### src/hw/rtl/timed_note_queue_player_assert.svh
// Assertion macros used by the note player RTL.
`ifndef TIMED_NOTE_QUEUE_PLAYER_ASSERT_SVH
`define TIMED_NOTE_QUEUE_PLAYER_ASSERT_SVH

// Same-cycle implication, checked out of reset.
`define TNQP_ASSERT_NOW(lbl, ante, cons) \
  lbl: assert property (@(posedge clk) disable iff (!rst_n) (ante) |-> (cons)) \
    else $error("tnqp: same-cycle check failed");

// Next-cycle implication, checked out of reset.
`define TNQP_ASSERT_NEXT(lbl, ante, cons) \
  lbl: assert property (@(posedge clk) disable iff (!rst_n) (ante) |=> (cons)) \
    else $error("tnqp: next-cycle check failed");

`endif

### src/hw/rtl/tnqp_pkg.sv
`default_nettype none
package tnqp_pkg;

  localparam int QUEUE_SLOTS = 16;
  localparam int PTR_W       = (QUEUE_SLOTS > 1) ? $clog2(QUEUE_SLOTS) : 1;

  localparam int OP_W    = 3;
  localparam int FREQ_W  = 16;
  localparam int DUR_W   = 24;
  localparam int ELAP_W  = 20;
  localparam int CD_W    = DUR_W + 1;

  localparam logic [OP_W-1:0] OP_TICK    = 3'd0;
  localparam logic [OP_W-1:0] OP_ENQUEUE = 3'd1;
  localparam logic [OP_W-1:0] OP_PLAY    = 3'd2;
  localparam logic [OP_W-1:0] OP_STOP    = 3'd3;
  localparam logic [OP_W-1:0] OP_CLEAR   = 3'd4;

  typedef struct packed {
    logic [OP_W-1:0]   opcode;
    logic [FREQ_W-1:0] note_freq;
    logic [DUR_W-1:0]  note_dur;
    logic [ELAP_W-1:0] elapsed;
  } in_item_t;

  typedef struct packed {
    logic [FREQ_W-1:0] beep_freq;
    logic [DUR_W-1:0]  beep_dur;
  } out_item_t;

  // controller -> datapath
  typedef struct packed {
    logic enq;
    logic play;
    logic stop;
    logic clear;
    logic tick;
    logic pop;
  } ctl_cmd_t;

  // datapath -> controller
  typedef struct packed {
    logic playing;
    logic empty;
    logic full;
    logic expired;
    logic out_busy;
  } dp_stat_t;

endpackage
`default_nettype wire

### src/hw/rtl/tnqp_ctrl.sv
`default_nettype none
module tnqp_ctrl (
  input  wire logic                 clk,
  input  wire logic                 rst_n,
  input  wire logic                 in_valid,
  input  wire logic [2:0]           opcode,
  output logic                      in_stall,
  input  wire tnqp_pkg::dp_stat_t   stat,
  output tnqp_pkg::ctl_cmd_t        cmd
);
  import tnqp_pkg::*;

  localparam logic ST_IDLE = 1'b0;
  localparam logic ST_POP  = 1'b1;

  logic state_r;
  logic state_nxt;

  always_ff @(posedge clk) begin
    if (!rst_n) begin
      state_r <= ST_IDLE;
    end else begin
      state_r <= state_nxt;
    end
  end

  always_comb begin
    state_nxt = state_r;
    cmd       = '0;
    in_stall  = 1'b1;
    unique case (state_r)
      ST_IDLE: begin
        in_stall = 1'b0;
        if (in_valid) begin
          unique case (opcode)
            OP_TICK: begin
              if (stat.playing) begin
                cmd.tick = 1'b1;
                if (stat.expired && !stat.empty) begin
                  state_nxt = ST_POP;
                end
              end
            end
            OP_ENQUEUE: cmd.enq   = !stat.full;
            OP_PLAY:    cmd.play  = 1'b1;
            OP_STOP:    cmd.stop  = 1'b1;
            OP_CLEAR:   cmd.clear = 1'b1;
            default: ;
          endcase
        end
      end
      ST_POP: begin
        // wait for the output register to free up
        if (!stat.out_busy) begin
          cmd.pop   = 1'b1;
          state_nxt = ST_IDLE;
        end
      end
      default: state_nxt = ST_IDLE;
    endcase
  end

endmodule
`default_nettype wire

### src/hw/rtl/tnqp_datapath.sv
`default_nettype none
module tnqp_datapath (
  input  wire logic                 clk,
  input  wire logic                 rst_n,
  input  wire tnqp_pkg::in_item_t   in_item,
  input  wire tnqp_pkg::ctl_cmd_t   cmd,
  output tnqp_pkg::dp_stat_t        stat,
  output logic                      out_valid,
  input  wire logic                 out_stall,
  output tnqp_pkg::out_item_t       out_item
);
  import tnqp_pkg::*;

  localparam logic [PTR_W-1:0] LAST_SLOT = PTR_W'(QUEUE_SLOTS - 1);

  out_item_t               note_store_r [QUEUE_SLOTS];
  out_item_t               rd_note_r;
  logic [PTR_W-1:0]        rd_slot_r, rd_slot_nxt;
  logic [PTR_W-1:0]        wr_slot_r, wr_slot_nxt;
  logic                    playing_r, playing_nxt;
  logic signed [CD_W-1:0]  countdown_r, countdown_nxt;
  logic                    out_valid_r, out_valid_nxt;
  out_item_t               out_item_r;
  logic [PTR_W-1:0]        wr_next;
  logic [PTR_W-1:0]        rd_next;
  logic signed [CD_W-1:0]  cd_sub;

  assign wr_next = (wr_slot_r == LAST_SLOT) ? '0 : wr_slot_r + PTR_W'(1);
  assign rd_next = (rd_slot_r == LAST_SLOT) ? '0 : rd_slot_r + PTR_W'(1);
  assign cd_sub  = countdown_r - $signed({{(CD_W-ELAP_W){1'b0}}, in_item.elapsed});

  assign stat.playing  = playing_r;
  assign stat.empty    = (rd_slot_r == wr_slot_r);
  assign stat.full     = (wr_next == rd_slot_r);
  assign stat.expired  = cd_sub[CD_W-1] || (cd_sub == '0);
  assign stat.out_busy = out_valid_r && out_stall;

  // note store: one write port, one registered read at the head
  always_ff @(posedge clk) begin
    if (cmd.enq) begin
      note_store_r[wr_slot_r] <= '{beep_freq: in_item.note_freq, beep_dur: in_item.note_dur};
    end
    rd_note_r <= note_store_r[rd_slot_r];
  end

  always_comb begin
    rd_slot_nxt   = rd_slot_r;
    wr_slot_nxt   = wr_slot_r;
    playing_nxt   = playing_r;
    countdown_nxt = countdown_r;
    out_valid_nxt = out_valid_r && out_stall;
    if (cmd.clear) begin
      rd_slot_nxt   = '0;
      wr_slot_nxt   = '0;
      playing_nxt   = 1'b0;
      countdown_nxt = '0;
    end
    if (cmd.enq)  wr_slot_nxt = wr_next;
    if (cmd.play) playing_nxt = 1'b1;
    if (cmd.stop) playing_nxt = 1'b0;
    if (cmd.tick) countdown_nxt = stat.expired ? '0 : cd_sub;
    if (cmd.pop) begin
      rd_slot_nxt   = rd_next;
      countdown_nxt = $signed({1'b0, rd_note_r.beep_dur});
      out_valid_nxt = 1'b1;
    end
  end

  always_ff @(posedge clk) begin
    if (!rst_n) begin
      rd_slot_r   <= '0;
      wr_slot_r   <= '0;
      playing_r   <= 1'b0;
      countdown_r <= '0;
      out_valid_r <= 1'b0;
    end else begin
      rd_slot_r   <= rd_slot_nxt;
      wr_slot_r   <= wr_slot_nxt;
      playing_r   <= playing_nxt;
      countdown_r <= countdown_nxt;
      out_valid_r <= out_valid_nxt;
    end
  end

  always_ff @(posedge clk) begin
    if (cmd.pop) begin
      out_item_r <= rd_note_r;
    end
  end

  assign out_valid = out_valid_r;
  assign out_item  = out_item_r;

endmodule
`default_nettype wire

### src/hw/rtl/timed_note_queue_player.sv
`default_nettype none
// Timed note queue player: a ring FIFO of notes (Q12.4 Hz frequency plus a
// duration in us) feeding a countdown sequencer.
// Input channel (in_valid / in_stall / in_item): opcode tick, enqueue, play,
// stop or clear; unused opcodes are swallowed with no effect.
// Output channel (out_valid / out_stall / out_item): one beep item for each
// tick, while playing, that finds the countdown run out and a note waiting.
// The queue holds QUEUE_SLOTS-1 notes; an enqueue into a full queue is dropped.
// Timing: only a popping tick stalls the input; it moves the controller to its
// pop state, where the head note from the store's registered read port is loaded
// into the output register and out_valid rises, so the next item waits behind it.
// If the previous beep is still held by out_stall, the pop waits and in_stall
// stays high until the output register is free.
// Reset (rst_n low, synchronous): pointers, playing flag, countdown, output
// valid and controller state clear. The note store is not cleared; only
// slots written since the last clear are ever read.
module timed_note_queue_player (
  input  wire logic                 clk,
  input  wire logic                 rst_n,
  input  wire logic                 in_valid,
  output logic                      in_stall,
  input  wire tnqp_pkg::in_item_t   in_item,
  output logic                      out_valid,
  input  wire logic                 out_stall,
  output tnqp_pkg::out_item_t       out_item
);
  import tnqp_pkg::*;

  ctl_cmd_t cmd;
  dp_stat_t stat;
  logic     pop_tick;

  // sequencer: opcode decode, pop wait state
  tnqp_ctrl u_ctrl (
    .clk      (clk),
    .rst_n    (rst_n),
    .in_valid (in_valid),
    .opcode   (in_item.opcode),
    .in_stall (in_stall),
    .stat     (stat),
    .cmd      (cmd)
  );

  // queue store, pointers, countdown and output register
  tnqp_datapath u_dp (
    .clk       (clk),
    .rst_n     (rst_n),
    .in_item   (in_item),
    .cmd       (cmd),
    .stat      (stat),
    .out_valid (out_valid),
    .out_stall (out_stall),
    .out_item  (out_item)
  );

  // a tick that will produce a beep
  assign pop_tick = cmd.tick && stat.expired && !stat.empty;

`include "timed_note_queue_player_assert.svh"

  // never pop an empty queue, never write a full one
  `TNQP_ASSERT_NOW(a_pop_not_empty, cmd.pop, !stat.empty)
  `TNQP_ASSERT_NOW(a_enq_not_full, cmd.enq, !stat.full)
  // a popping tick blocks the input until its beep is loaded
  `TNQP_ASSERT_NEXT(a_pop_blocks_input, pop_tick, in_stall)
  // a pop always lands in the output register
  `TNQP_ASSERT_NEXT(a_pop_shows_beep, cmd.pop, out_valid)

endmodule
`default_nettype wire

### config.mk
export PLATFORM = sky130hd
export DESIGN_NAME = timed_note_queue_player
export DESIGN_NICKNAME = d
export VERILOG_FILES = /design/src/hw/rtl/tnqp_pkg.sv /design/src/hw/rtl/tnqp_ctrl.sv /design/src/hw/rtl/tnqp_datapath.sv /design/src/hw/rtl/timed_note_queue_player.sv
export VERILOG_INCLUDE_DIRS = /design/src /design/src/hw/rtl
export SDC_FILE = /design/constraint.sdc
export NUM_CORES = 1
export LEC_CHECK = 0
export BUFFER_PORTS_ARGS = -buffer_cell sky130_fd_sc_hd__buf_2
export CAP_MARGIN = 10
export CORE_ASPECT_RATIO = 1.75
export CORE_MARGIN = 3
export CORE_UTILIZATION = 55
export CTS_CLUSTER_DIAMETER = 40
export DETAILED_ROUTE_END_ITERATION = 8
export GPL_TIMING_DRIVEN = 0
export PLACE_DENSITY_LB_ADDON = 0.2
export SKIP_LAST_GASP = 1
export SLEW_MARGIN = 20
export SYNTH_ARGS = -nofsm -noshare
export SYNTH_HDL_FRONTEND = slang
export SYNTH_SLANG_ARGS = --single-unit
### constraint.sdc
create_clock -name clk -period 6 [get_ports clk]
set_input_delay 0.3 -clock clk [delete_from_list [all_inputs] [get_ports clk]]
set_output_delay 0.3 -clock clk [all_outputs]
set_load 0.02 [all_outputs]
==> summary.txt <==
status: finished, final reports clean
Pre-antenna DRT Iters: 5
RSZ-0062 raised after global routing: no
Yosys warning total: 0
worst hold start: rst_n
met2 usage in global routing: 44.3%
Syn Nets: 1,489
Rows: 110
largest net degree at the start of global routing: 32
Clock Skews: 14.6 ps
Die Height: 310 um
Placed Cells: 2,229
FFs w/ async S/R, synth: 0%
Max Cap Violations: 0
CTS sink cnt: 756
Fin. Hold Viols: 0
global routing's busiest layer: met2
Detailed Place HPWL: 45.0 mm
Synth-to-Final Area Change: 15.5%
Iteration-0 DRC Markers: 1,409
Vias/cell: 6.28
Tightest Pin Transition: 1040 ps
core region area: 0.0519 mm^2
cells after synthesis: 1,396
Tcrit/Tclk final: 74.0%
PortBufs: 108
relative slew slack: 30.5%
CP arrival: 4730 ps
RR Startpoint: u_dp.rd_slot_r[0]
slowest stage delay, CP: 740 ps
static leakage: 10.8 nW
DRT antenna net count: 0
Yosys cell types: 57
minimum clock period: 4440 ps
CTS Buf Count: 61
crit-path cells: clkbuf_1, clkbuf_1, buf_2, o21ai_0, a31oi_1, nand2_1, nor3_2, buf_4, buf_4
Ports: 109
synthesized flop and latch total: 756
Nets: 1,714
Hold Crit Endpoint: u_dp.out_valid
global route total overflow: 0
CTS max path bufs: 3
hold slack: 29.9 ps
die width: 180 um
CTS tree: done
total detailed-routing wirelength: 67.8 mm
CP max FO: 10
Worst Setup End Kind: flop
Seq/Total Area, Yosys: 75.4%
post-CTS setup buffer count: 0
Via Count: 14,700
Finished Layout Cells: 2,346
Max Fclk: 0.225 GHz
Root Buffer: clkbuf_16
Synth Flop Type: edfxtp_1
Syn Area/Cell: 20.8 um^2
DR WL/cell: 28.9 um
worst r2r dst: u_dp.note_store_r[0][10]
overall power: 10.1 mW
clock-pin slew on the worst setup and hold paths: 70 ps
Worst Setup Path Type: flop to flop
vias in the first global route: 15,500
Remaining DRCs: 0
Die Area: 0.0558 mm^2
hold path cells: 2
met1 usage: 30.8%
CP Launch Type: flop
share of cells above drive strength 1: 30.6%
clk_lat worst skew: 610 ps
Worst EP required: 6300 ps
global-route wire length before repair: 100 mm
RD Place Congestion: 0.929
fin. max-slew vios: 0
Power per Cell Area: 302 mW/mm^2
global-route usage over all layers: 24.5%
CP max stage cell: nor3_2
initial core utilization: 56.1%
htree depth: 2
synthesized area: 0.0291 mm^2
setup slack, reg-to-reg: 1560 ps
antenna violations before repair: 9
Peak VDD IR: 0.270 mV
M3 GR Usage: 3.49%
path depth of the worst reg2reg path: 9
Post-synth EDFFs: 680
Hold Crit Class: input pin to flop
Final setup viols: 0
cells in the mapped netlist (all sizes together) (3+ instances only):
| library cell | number | area, um^2 |
|---|---|---|
| mux4 | 200 | 4500 |
| dfxtp | 76 | 1520 |
| and3 | 5 | 31.3 |
| o21bai | 3 | 22.5 |
| nor3 | 9 | 45.0 |
| nand2b | 4 | 25.0 |
| clkbuf | 40 | 150 |
| ha | 25 | 313 |
| or3 | 4 | 25.0 |
| nor4 | 7 | 56.3 |
| a31oi | 4 | 25.0 |
| o211ai | 4 | 30.0 |
| o21ai | 24 | 120 |
| buf | 25 | 103 |
| nor2 | 67 | 251 |
| nand4 | 3 | 18.8 |
| xnor2 | 15 | 131 |
| inv | 31 | 116 |
| edfxtp | 680 | 20400 |
| a222oi | 23 | 230 |
| o21a | 4 | 30.0 |
| xor2 | 12 | 105 |
| a21o | 4 | 30.0 |
| nor3b | 3 | 22.5 |
| nand3 | 11 | 55.1 |
| a211oi | 10 | 87.6 |
| nand2 | 38 | 143 |
| nand4b | 3 | 26.3 |
| and2 | 8 | 50.1 |
| a21oi | 24 | 120 |
critical path, delay by kind of cell, from the launching register on:
| kind | cells | cell delay [ps] |
|---|---|---|
| simple gates | 2 | 1180 |
| buf+inv | 5 | 1640 |
| compound gates | 2 | 960 |
| flops | 1 | 340 |
through the flow:
step,TNS [ps],utilization [%],worst slack (ps),cell area (um^2)
after detailed placement,0,60.5,1700,31400
after CTS,0,64.7,1650,33600
after global placement,-962120,58.7,-3320,30500
after global routing,0,64.8,1390,33600
after floorplan,0,-,905,29100
final,0,64.8,1560,33600
cells in the final DEF (no fill, tap or decap), types with 5 or more instances in the layout:
cell type    n
edfxtp_1   680
mux4_2     200
buf_2      118
dfxtp_1     76
clkbuf_16   63
nor2_1      56
clkbuf_1    42
nand2_1     38
inv_1       31
ha_1        25
a21oi_1     24
o21ai_0     23
a222oi_1    23
buf_4       20
xnor2_1     15
clkbuf_8    13
buf_12      13
xor2_1      12
clkbuf_2    11
nor2_4      11
nand3_1     11
clkinv_2    11
buf_1       10
buf_16      10
a211oi_1     9
bufinv_16    9
and2_1       8
buf_6        8
and3_1       5
nor4_1       5
nor3_1       5
power breakdown:
part / switching (mW) / internal [mW]
sequential: 0.00539 / 5.73
combinational: 0.111 / 0.0468
clock: 1.77 / 2.47
total: 1.89 / 8.25
worst max path at each step:
stage	to	startpoint	slack, ps
after detailed placement	u_dp.note_store_r[0][9]	u_dp.rd_slot_r[0]	1700
after CTS	u_dp.note_store_r[0][10]	u_dp.rd_slot_r[0]	1650
final	u_dp.note_store_r[0][10]	u_dp.rd_slot_r[0]	1560
after floorplan	u_dp.note_store_r[3][0]	u_dp.wr_slot_r[0]	910
after global placement	u_dp.note_store_r[3][10]	u_dp.rd_slot_r[0]	-3320
after global routing	u_dp.note_store_r[0][10]	u_dp.rd_slot_r[0]	1390
timing repair:
item / 4_1_cts / 5_1_grt
endpoints found under the hold margin: 1 / 0
hold buffers: 1 / 0
gates resized for setup: 0 / 0
cell families after synthesis:
logic type,Yosys count,synth area share (%)
AOI/OAI and AO/OA,116,2.90
muxes,203,15.6
xor gates and xnor gates,27,0.813
buffers and inverters,96,1.27
and+or+nand+nor,172,2.85
DFF,756,75.4
adders and majority gates,26,1.14
layout make-up:
| class | count | area (um^2) |
|---|---|---|
| clock inverters | 30 | 389 |
| clock buffers | 85 | 1790 |
| well taps | 672 | 841 |
| flip-flops and latches | 756 | 21900 |
| fillers | 3395 | 18300 |
| repair buffers | 162 | 1360 |
| inverters | 31 | 116 |
| plain buffers | 65 | 274 |
| multi-input cells | 544 | 6900 |
| diodes | 1 | 2.50 |
metal layers:
metal | wire [um] | vias up
li1 | - | 6241
met1 | 25200 | 7727
met2 | 36300 | 610
met3 | 3970 | 147
met4 | 2250 | 8
met5 | 42 | -
sequential cells by signal, summed over array words and instances, names as in the netlist:
name               count
u_ctrl.state_r         1
u_dp.countdown_r      25
u_dp.note_store_r    640
u_dp.out_item         40
u_dp.out_valid         1
u_dp.playing_r         1
u_dp.rd_note_r        40
u_dp.rd_slot_r         4
u_dp.wr_slot_r         4
(Power assumes the default switching activity.)
